<file path="src/sv/hpc_pkg.sv">
// Shared types, constants and mod-26 helpers for the 2x2 Hill cipher block.
// No dependencies; imported by hpc_keygen and hill_pair_cipher_mod26_top.
`timescale 1ns / 1ps
`default_nettype none

package hpc_pkg;

    // Letter arithmetic
    localparam int          MODULUS    = 26;
    localparam logic [4:0]  PAD_LETTER = 5'd23;     // 'X'
    localparam logic [6:0]  UPPER_A    = 7'd65;     // 'A'
    localparam logic [7:0]  UPPER_A_B  = 8'd65;
    localparam logic [7:0]  UPPER_Z_B  = 8'd90;
    localparam logic [7:0]  LOWER_A_B  = 8'd97;
    localparam logic [7:0]  LOWER_Z_B  = 8'd122;

    // Reciprocal for x / 26 on values below 2048: floor(x * 2521 / 2^16)
    localparam int          RECIP26    = 2521;
    localparam int          RECIP_SH   = 16;

    // Configuration register indexes
    localparam int          CFG_IDX_W  = 3;
    localparam int          CFG_DATA_W = 5;
    localparam logic [CFG_IDX_W-1:0] REG_KEY00   = 3'd0;
    localparam logic [CFG_IDX_W-1:0] REG_KEY01   = 3'd1;
    localparam logic [CFG_IDX_W-1:0] REG_KEY10   = 3'd2;
    localparam logic [CFG_IDX_W-1:0] REG_KEY11   = 3'd3;
    localparam logic [CFG_IDX_W-1:0] REG_DECRYPT = 3'd4;

    // Cycles from a key write until the working matrix is settled
    localparam logic [2:0]  KEY_LAT    = 3'd4;

    // Working matrix: entry 0 top left, 1 top right, 2 bottom left, 3 bottom right
    typedef struct packed {
        logic [3:0][4:0] m;
        logic            ok;    // 0 when decrypting with a singular key
    } hpc_mat_t;

    // x mod 26 for x < 2048, by reciprocal multiply and one correction
    function automatic logic [4:0] mod26(input logic [10:0] x);
        logic [23:0] prod;
        logic [6:0]  q;
        logic [11:0] r;
        prod = 24'(x) * 24'(RECIP26);
        q    = prod[RECIP_SH+6:RECIP_SH];
        r    = 12'(x) - 12'(q) * 12'(MODULUS);
        if (r >= 12'(MODULUS))
            r = r - 12'(MODULUS);
        return r[4:0];
    endfunction

    // Reduce a 5-bit key entry into 0..25
    function automatic logic [4:0] fold26(input logic [4:0] k);
        return (k >= 5'(MODULUS)) ? k - 5'(MODULUS) : k;
    endfunction

    // Multiplicative inverse mod 26; 0 when none exists
    function automatic logic [4:0] inv26(input logic [4:0] d);
        logic [4:0] r;
        case (d)
            5'd1:    r = 5'd1;
            5'd3:    r = 5'd9;
            5'd5:    r = 5'd21;
            5'd7:    r = 5'd15;
            5'd9:    r = 5'd3;
            5'd11:   r = 5'd19;
            5'd15:   r = 5'd7;
            5'd17:   r = 5'd23;
            5'd19:   r = 5'd11;
            5'd21:   r = 5'd5;
            5'd23:   r = 5'd17;
            5'd25:   r = 5'd25;
            default: r = 5'd0;
        endcase
        return r;
    endfunction

endpackage

`default_nettype wire

</file>
<file path="src/sv/hpc_keygen.sv">
// Key registers and the pipelined derivation of the working matrix
// (key itself, or its inverse mod 26). Depends on hpc_pkg.
`timescale 1ns / 1ps
`default_nettype none

module hpc_keygen
    import hpc_pkg::*;
(
    input  logic                  clk,
    input  logic                  rst_n,
    input  logic                  cfg_wr,
    input  logic [CFG_IDX_W-1:0]  cfg_index,
    input  logic [CFG_DATA_W-1:0] cfg_data,
    output hpc_mat_t              mat,
    output logic                  busy
);

    // Configuration registers
    logic [3:0][4:0] key_reg;
    logic            decrypt_reg;

    // Derivation pipeline
    logic [3:0][4:0] kr_a_reg, kr_b_reg, kr_c_reg;
    logic [9:0]      pad_reg, pbc_reg;
    logic            mode_a_reg, mode_b_reg, mode_c_reg;
    logic [4:0]      inv_reg;
    logic [3:0][9:0] prod_c_reg;
    logic            ok_c_reg;
    hpc_mat_t        mat_reg, mat_next;
    logic [2:0]      settle_reg;

    logic [3:0][4:0] kr_next;
    logic [10:0]     det_arg;
    logic [3:0][4:0] rem;

    // Register writes; indexes past the list are dropped
    always_ff @(posedge clk or negedge rst_n)
    begin
        if (!rst_n)
        begin
            key_reg     <= {5'd1, 5'd0, 5'd0, 5'd1};
            decrypt_reg <= 1'b0;
        end
        else if (cfg_wr)
        begin
            case (cfg_index)
                REG_KEY00:   key_reg[0]  <= cfg_data;
                REG_KEY01:   key_reg[1]  <= cfg_data;
                REG_KEY10:   key_reg[2]  <= cfg_data;
                REG_KEY11:   key_reg[3]  <= cfg_data;
                REG_DECRYPT: decrypt_reg <= cfg_data[0];
                default:     ;
            endcase
        end
    end

    // Settle counter: starts full after reset and on every write
    always_ff @(posedge clk or negedge rst_n)
    begin
        if (!rst_n)
            settle_reg <= KEY_LAT;
        else if (cfg_wr)
            settle_reg <= KEY_LAT;
        else if (settle_reg != 3'd0)
            settle_reg <= settle_reg - 3'd1;
    end

    assign busy = (settle_reg != 3'd0);

    // Stage A: fold keys, determinant products
    always_comb
    begin
        for (int i = 0; i < 4; i++)
            kr_next[i] = fold26(key_reg[i]);
    end

    // Stage B: determinant mod 26, shifted positive by 25*26 before reducing
    assign det_arg = 11'(pad_reg) + 11'(MODULUS * 25) - 11'(pbc_reg);

    // Stage D: reduce adjugate products, select encrypt or decrypt matrix
    always_comb
    begin
        for (int i = 0; i < 4; i++)
            rem[i] = mod26(11'(prod_c_reg[i]));
        if (!mode_c_reg)
        begin
            mat_next.m  = kr_c_reg;
            mat_next.ok = 1'b1;
        end
        else if (!ok_c_reg)
        begin
            mat_next.m  = '0;
            mat_next.ok = 1'b0;
        end
        else
        begin
            mat_next.m[0] = rem[0];
            mat_next.m[1] = (rem[1] == 5'd0) ? 5'd0 : 5'(MODULUS) - rem[1];
            mat_next.m[2] = (rem[2] == 5'd0) ? 5'd0 : 5'(MODULUS) - rem[2];
            mat_next.m[3] = rem[3];
            mat_next.ok   = 1'b1;
        end
    end

    // Pipeline registers; contents are covered by the settle counter
    always_ff @(posedge clk)
    begin
        kr_a_reg   <= kr_next;
        pad_reg    <= 10'(kr_next[0]) * 10'(kr_next[3]);
        pbc_reg    <= 10'(kr_next[1]) * 10'(kr_next[2]);
        mode_a_reg <= decrypt_reg;

        kr_b_reg   <= kr_a_reg;
        inv_reg    <= inv26(mod26(det_arg));
        mode_b_reg <= mode_a_reg;

        kr_c_reg      <= kr_b_reg;
        prod_c_reg[0] <= 10'(kr_b_reg[3]) * 10'(inv_reg);
        prod_c_reg[1] <= 10'(kr_b_reg[1]) * 10'(inv_reg);
        prod_c_reg[2] <= 10'(kr_b_reg[2]) * 10'(inv_reg);
        prod_c_reg[3] <= 10'(kr_b_reg[0]) * 10'(inv_reg);
        ok_c_reg      <= (inv_reg != 5'd0);
        mode_c_reg    <= mode_b_reg;

        mat_reg <= mat_next;
    end

    assign mat = mat_reg;

endmodule

`default_nettype wire

</file>
<file path="src/sv/hill_pair_cipher_mod26_top.sv">
// Top level of the 2x2 Hill cipher: letter pairing, matrix multiply mod 26,
// result queue and stream ports. Depends on hpc_pkg and hpc_keygen.
//
//  Port group   Dir  Beat contents
//  s_axis_*     in   tdata[7:0] message_byte, tlast end_of_message
//  m_axis_*     out  tdata[6:0] cipher_letter, tuser letter_valid/status, tlast last_result
//  cfg_*        in   cfg_index register index, cfg_data value (ready always high)
//
// One input byte per cycle while s_axis_tready is high. A pair of letters gives
// two output beats on consecutive cycles while m_axis_tready is high; a pair
// passes the pair and product registers on its way into the result queue.
// The result queue holds DEPTH items; s_axis_tready drops when items in flight
// would fill it, so output stalls back up into the input without loss.
// After reset and each configuration write the input stalls while keys settle.
`timescale 1ns / 1ps
`default_nettype none

module hill_pair_cipher_mod26_top
    import hpc_pkg::*;
#(
    parameter int DEPTH = 4     // result queue entries, 3 or more
)
(
    input  logic                  clk,
    input  logic                  rst_n,
    // input stream
    input  logic                  s_axis_tvalid,
    output logic                  s_axis_tready,
    input  logic [7:0]            s_axis_tdata,   // [7:0] message_byte
    input  logic                  s_axis_tlast,
    // result stream
    output logic                  m_axis_tvalid,
    input  logic                  m_axis_tready,
    output logic [7:0]            m_axis_tdata,   // [6:0] cipher_letter, [7] zero
    output logic [1:0]            m_axis_tuser,   // [0] letter_valid, [1] status
    output logic                  m_axis_tlast,
    // configuration writes
    input  logic                  cfg_valid,
    output logic                  cfg_ready,
    input  logic [CFG_IDX_W-1:0]  cfg_index,
    input  logic [CFG_DATA_W-1:0] cfg_data
);

    localparam int PTR_W = (DEPTH > 1) ? $clog2(DEPTH) : 1;
    localparam int CNT_W = $clog2(DEPTH + 3);

    typedef struct packed {
        logic [6:0] l0;
        logic [6:0] l1;
        logic       lv;
        logic       st;
        logic       last;
        logic       two;     // pair of beats, else a single end marker
    } entry_t;

    hpc_mat_t   mat;
    logic       key_busy;

    logic       in_fire, out_fire, pop;
    logic       is_upper, is_lower, is_letter;
    logic [4:0] v;

    logic       held_valid_reg;
    logic [4:0] held_letter_reg;

    logic       s1_v_reg, s1_two_reg, s1_last_reg;
    logic [4:0] s1_p0_reg, s1_p1_reg;
    logic       s1_v_next, s1_two_next, s1_last_next;
    logic [4:0] s1_p0_next, s1_p1_next;

    logic        s2_v_reg, s2_two_reg, s2_last_reg;
    logic [10:0] s2_sum0_reg, s2_sum1_reg;

    entry_t             fifo_mem_reg [DEPTH];
    entry_t             wr_entry, head;
    logic [PTR_W-1:0]   wr_ptr_reg, rd_ptr_reg;
    logic [CNT_W-1:0]   count_reg, inflight;
    logic               half_reg;

    // Key registers and working matrix
    hpc_keygen u_keygen (
        .clk       (clk),
        .rst_n     (rst_n),
        .cfg_wr    (cfg_valid & cfg_ready),
        .cfg_index (cfg_index),
        .cfg_data  (cfg_data),
        .mat       (mat),
        .busy      (key_busy)
    );

    assign cfg_ready = 1'b1;

    // Credit check: queue plus pipeline must leave room for one more item
    assign inflight      = count_reg + CNT_W'(s1_v_reg) + CNT_W'(s2_v_reg);
    assign s_axis_tready = !key_busy && (inflight < CNT_W'(DEPTH));
    assign in_fire       = s_axis_tvalid & s_axis_tready;

    // Letter decode
    assign is_upper  = (s_axis_tdata >= UPPER_A_B) && (s_axis_tdata <= UPPER_Z_B);
    assign is_lower  = (s_axis_tdata >= LOWER_A_B) && (s_axis_tdata <= LOWER_Z_B);
    assign is_letter = is_upper | is_lower;
    assign v         = is_lower ? 5'(s_axis_tdata - LOWER_A_B) : 5'(s_axis_tdata - UPPER_A_B);

    // Pair forming
    always_comb
    begin
        s1_v_next    = 1'b0;
        s1_two_next  = 1'b1;
        s1_last_next = s_axis_tlast;
        s1_p0_next   = held_letter_reg;
        s1_p1_next   = PAD_LETTER;
        if (in_fire)
        begin
            if (is_letter && held_valid_reg)
            begin
                s1_v_next  = 1'b1;
                s1_p1_next = v;
            end
            else if (is_letter && s_axis_tlast)
            begin
                s1_v_next  = 1'b1;
                s1_p0_next = v;
            end
            else if (!is_letter && s_axis_tlast)
            begin
                // held letter gets padded, otherwise a bare end marker
                s1_v_next   = 1'b1;
                s1_two_next = held_valid_reg;
            end
        end
    end

    always_ff @(posedge clk or negedge rst_n)
    begin
        if (!rst_n)
        begin
            held_valid_reg  <= 1'b0;
            held_letter_reg <= 5'd0;
        end
        else if (in_fire)
        begin
            if (is_letter && !held_valid_reg && !s_axis_tlast)
            begin
                held_valid_reg  <= 1'b1;
                held_letter_reg <= v;
            end
            else if (s1_v_next)
            begin
                held_valid_reg  <= 1'b0;
                held_letter_reg <= 5'd0;
            end
        end
    end

    // Stage valids
    always_ff @(posedge clk or negedge rst_n)
    begin
        if (!rst_n)
        begin
            s1_v_reg <= 1'b0;
            s2_v_reg <= 1'b0;
        end
        else
        begin
            s1_v_reg <= s1_v_next;
            s2_v_reg <= s1_v_reg;
        end
    end

    // Stage payloads: pair, then matrix products summed
    always_ff @(posedge clk)
    begin
        s1_two_reg  <= s1_two_next;
        s1_last_reg <= s1_last_next;
        s1_p0_reg   <= s1_p0_next;
        s1_p1_reg   <= s1_p1_next;

        s2_two_reg  <= s1_two_reg;
        s2_last_reg <= s1_last_reg;
        s2_sum0_reg <= 11'(mat.m[0]) * 11'(s1_p0_reg) + 11'(mat.m[1]) * 11'(s1_p1_reg);
        s2_sum1_reg <= 11'(mat.m[2]) * 11'(s1_p0_reg) + 11'(mat.m[3]) * 11'(s1_p1_reg);
    end

    // Reduce and format the queue entry
    always_comb
    begin
        wr_entry.two  = s2_two_reg;
        wr_entry.last = s2_last_reg;
        wr_entry.st   = !mat.ok;
        wr_entry.lv   = mat.ok && s2_two_reg;
        if (mat.ok && s2_two_reg)
        begin
            wr_entry.l0 = UPPER_A + 7'(mod26(s2_sum0_reg));
            wr_entry.l1 = UPPER_A + 7'(mod26(s2_sum1_reg));
        end
        else
        begin
            wr_entry.l0 = 7'd0;
            wr_entry.l1 = 7'd0;
        end
    end

    // Result queue
    assign head     = fifo_mem_reg[rd_ptr_reg];
    assign out_fire = m_axis_tvalid & m_axis_tready;
    assign pop      = out_fire && (half_reg || !head.two);

    always_ff @(posedge clk)
    begin
        if (s2_v_reg)
            fifo_mem_reg[wr_ptr_reg] <= wr_entry;
    end

    always_ff @(posedge clk or negedge rst_n)
    begin
        if (!rst_n)
        begin
            wr_ptr_reg <= '0;
            rd_ptr_reg <= '0;
            count_reg  <= '0;
            half_reg   <= 1'b0;
        end
        else
        begin
            if (s2_v_reg)
                wr_ptr_reg <= (wr_ptr_reg == PTR_W'(DEPTH - 1)) ? '0 : wr_ptr_reg + 1'b1;
            if (pop)
                rd_ptr_reg <= (rd_ptr_reg == PTR_W'(DEPTH - 1)) ? '0 : rd_ptr_reg + 1'b1;
            if (s2_v_reg && !pop)
                count_reg <= count_reg + 1'b1;
            else if (!s2_v_reg && pop)
                count_reg <= count_reg - 1'b1;
            if (pop)
                half_reg <= 1'b0;
            else if (out_fire)
                half_reg <= 1'b1;
        end
    end

    // Output beat from the head entry
    assign m_axis_tvalid = (count_reg != '0);
    assign m_axis_tdata  = {1'b0, half_reg ? head.l1 : head.l0};
    assign m_axis_tuser  = {head.st, head.lv};
    assign m_axis_tlast  = head.last && (half_reg || !head.two);

endmodule

`default_nettype wire
</file>
<file path="config.mk">
export PLATFORM = sky130hd
export DESIGN_NAME = hill_pair_cipher_mod26_top
export DESIGN_NICKNAME = d
export VERILOG_FILES = /design/src/sv/hpc_pkg.sv /design/src/sv/hpc_keygen.sv /design/src/sv/hill_pair_cipher_mod26_top.sv
export SDC_FILE = /design/constraint.sdc
export NUM_CORES = 2
export LEC_CHECK = 0
export ABC_AREA = 1
export BUFFER_PORTS_ARGS = -buffer_cell sky130_fd_sc_hd__buf_4
export CAP_MARGIN = 0
export CORE_MARGIN = 3
export CORE_UTILIZATION = 56
export CTS_CLUSTER_DIAMETER = 150
export DETAILED_ROUTE_END_ITERATION = 10
export HOLD_SLACK_MARGIN = 0.12
export PLACE_DENSITY_LB_ADDON = 0.1
export SLEW_MARGIN = 30
export SYNTH_ARGS = -nofsm -noshare
export SYNTH_HDL_FRONTEND = slang
export SYNTH_SLANG_ARGS = --single-unit
export TNS_END_PERCENT = 100
</file>
<file path="constraint.sdc">
create_clock -name clk -period 11.1 [get_ports clk]
set_clock_uncertainty 0.05 [all_clocks]
set_input_delay 1.665 -clock clk [delete_from_list [all_inputs] [get_ports clk]]
set_output_delay 1.665 -clock clk [all_outputs]
set_load 0.005 [all_outputs]
</file>
==> impl_metrics.py <==
metrics = {
    "drt": {
        "drcViolationCount": 0,
        "drtPass1Iterations": 5,
        "wirelength_um": 76200,
        "first_iter_violations": 1094,
        "vias": 28600,
        "ant_nets": 0,
        "vias_per_cell": 5.03,
        "avgRoutedWirePerCell_um": 13.4,
    },
    "cells_and_area": {
        "multi_input_comb_area_um2": 28200,
        "area_growth_pct": 6.18,
        "area.sequential_um2": 6650,
        "fin_nets": 6002,
        "n_fill_cell": 6290,
        "largest_reg_flops": 64,
        "drive_gt1_share_pct": 3.05,
    },
    "floorplanning": {
        "core-area_um2": 68900,
        "placementRows": 96,
        "die_w_um": 271,
        "num_io_pins": 36,
        "fp.dieH_um": 271,
        "dieArea_um2": 73200,
        "start_util_pct": 56.8,
    },
    "setup_path": {
        "crit_path_end_kind": "flip-flop",
        "crit_fanout": 7,
        "path_buf_inv": 10,
        "cp_common_cell": "nand2_1",
        "cp_slowest_cell": "fa_1",
        "arrival_ns": 10.63,
        "path_class": "reg2reg",
        "worstPathRequired_ns": 11.50,
        "max_stage_delay_ns": 0.54,
        "critPathLaunchType": "flip-flop",
        "path_delay_family": "adder cells",
    },
    "yosys": {
        "yosys_warnings": 0,
        "synth_cell_types": 59,
        "yosysTopAreaCell": "ha_1",
        "synth-xor-area-share_pct": 3.90,
        "synth_edf_count": 64,
        "netlist_instances": 4699,
        "synth_top_cell_area_share_pct": 27.6,
        "yosys-top-cells-area": "ha_1, fa_1, inv_1",
        "ys_seq_area_share_pct": 17.0,
        "postSynth.topFlopCell": "dfxtp_1",
        "async_flop_share_pct": 13.8,
        "avgSynthCellArea_um2": 8.34,
        "synth_top_family_by_area": "adder cells",
        "muxShareOfSynthArea_pct": 0.0287,
        "ys_ff_latch": 290,
        "syn_nets": 5965,
        "synth-compound-area-share_pct": 6.54,
        "syn-cell-area_um2": 39200,
        "ys_top_cells_by_count": "inv_1, nand2_1, ha_1, fa_1, nor2_1",
        "post-synth-top-count-cell": "inv_1",
        "yosys.area_share.simple_pct": 14.4,
        "yosys.area_share.adder_pct": 47.0,
    },
    "timing": {
        "hold_viol": 0,
        "fin_crit_sh_pct": 92.2,
        "min_period_ns": 10.24,
        "finalSetupViolations": 0,
        "worst_slew_pin_slew_ns": 0.854,
        "relSlewSlack_pct": 42.7,
        "hold_ws_ns": 0.275,
        "drv_slew": 0,
        "max_freq_mhz": 97.7,
    },
    "global_routing": {
        "grt_pass1_vias": 29000,
        "grt-ovfl-total": 0,
        "grt_pass1_wl_um": 135000,
        "grtUsageTotal_pct": 21.7,
        "grt_max_degree": 41,
        "antenna_found_initial": 2,
    },
    "cts": {
        "root_buffer": "clkbuf_16",
        "htree_levels": 1,
        "cts.sinks": 290,
        "clkSlewWorstSetupHoldPaths_ns": 0.06,
        "cts_setup_buffers": 0,
        "clock_path_buffers": 3,
        "cts_tree": "built",
        "ctsHoldBuffers": 0,
        "clock_latency_ns": 0.56,
        "numCtsBuffers": 31,
    },
    "placement": {
        "dpl.hpwl_um": 64100,
        "port_buffers": 33,
        "place_congestion": 0.863,
    },
    "status": {
        "status": "finished clean",
    },
    "job": {
        "drv_cap": 0,
    },
    "hold_path": {
        "hp-class": "reg2reg",
    },
}
-- routing by layer --
metal | GRT usage [%] | vias to the layer above | wire length (um)
met1 | 29.1 | 13400 | 36000
met2 | 38.9 | 294 | 36800
met4 | 3.82 | 0 | 1280
met3 | 1.64 | 77 | 2060
met5 | 0 | - | 0
li1 | - | 14900 | -
-- stage by stage --
stage	cell area, um2	utilization [%]	TNS, ns	std cells	setup WS [ns]
after floorplan	39200	-	0	4699	1.62
after global placement	40500	58.8	0	5634	0.799
after detailed placement	40500	58.8	0	5634	0.712
after CTS	41600	60.3	0	5691	0.672
after global routing	41600	60.4	-0.0188	5691	-0.0188
final	41600	60.4	0	5692	0.865
-- area by class of cell --
cell class | instances | area share [%]
clock inverter | 14 | 0.463
timing repair buffer | 39 | 0.704
multi-input combinational | 3246 | 67.7
clock buffer | 43 | 2.17
sequential | 290 | 16.0
tap | 931 | 2.80
antenna | 1 | 0.00601
inverter | 1128 | 10.2
-- kinds of logic (layout without fill, tap and decap cells) --
family                     count (synthesis)  count (layout)
AOI/OAI and AO/OA                        467             467
xor gates and xnor gates                 173             173
adders and majority gates               1244            1244
buffers and inverters                   1163            1224
other                                      2               3
and+or+nand+nor                         1359            1359
muxes                                      1               1
DFF                                      290             290
-- worst paths after layout --
kind / startpoint / to / slack [ns] / cells past startpoint
worst min register to register: u_keygen.kr_a_reg[10]$_DFF_P_ / u_keygen.kr_b_reg[10]$_DFF_P_ / 0.28 / 0
max in group asynchronous: rst_n / u_keygen.decrypt_reg$_DFFE_PN0P_ / 9.51 / 1
worst min-delay path: u_keygen.kr_a_reg[10]$_DFF_P_ / u_keygen.kr_b_reg[10]$_DFF_P_ / 0.28 / 0
worst max-delay path: u_keygen.pad_reg[1]$_DFF_P_ / u_keygen.inv_reg[4]$_DFF_P_ / 0.86 / 56
worst max register to register: u_keygen.pad_reg[1]$_DFF_P_ / u_keygen.inv_reg[4]$_DFF_P_ / 0.86 / 56
min in group asynchronous: rst_n / rd_ptr_reg[1]$_DFFE_PN0P_ / 1.03 / 1
-- cell usage in the layout (no fill, tap or decap), types with 4 or more instances in the layout --
cell	netlist	layout
inv_1	1122	1119
nand2_1	872	872
ha_1	864	864
fa_1	380	380
nor2_1	224	224
a21oi_1	207	207
dfxtp_1	186	186
o21ai_0	154	153
nand3_1	140	140
xor2_1	118	117
edfxtp_1	64	64
xnor2_1	53	53
nand4_1	47	47
buf_4	2	39
dfrtp_1	37	37
clkbuf_16	0	33
a31oi_1	22	22
nand3b_1	18	18
nor3_1	16	16
a21o_1	12	12
o21ai_1	10	11
o22ai_1	11	11
or2_2	10	10
o21bai_1	10	10
o211ai_1	7	7
nand2_2	7	7
o31ai_1	6	6
inv_2	4	6
o21ai_2	6	6
clkbuf_1	32	6
a211oi_1	5	5
nor4_1	5	5
nor2_2	5	5
nand3_2	4	4
clkbuf_8	0	4
bufinv_16	0	4
-- worst reg2reg max path: cells and delay by family, from the launching register on --
| family | cells | cell delay (ns) |
|---|---|---|
| AOI/OAI and AO/OA | 10 | 1.53 |
| adders and majority gates | 13 | 4.88 |
| and+or+nand+nor | 19 | 1.81 |
| buffers and inverters | 10 | 0.66 |
| DFF | 1 | 0.31 |
| xor gates and xnor gates | 4 | 0.89 |
-- repair_timing --
| action | 4_1_cts | 5_1_grt |
|---|---|---|
| endpoints found under the hold margin | 0 | 0 |
| setup endpoints to repair | 0 | 5 |
| resized for setup | 0 | 4 |
Power is left out: the tool's default activity adds up to more than one toggle a clock period on the data nets, which glitch-free logic cannot reach.
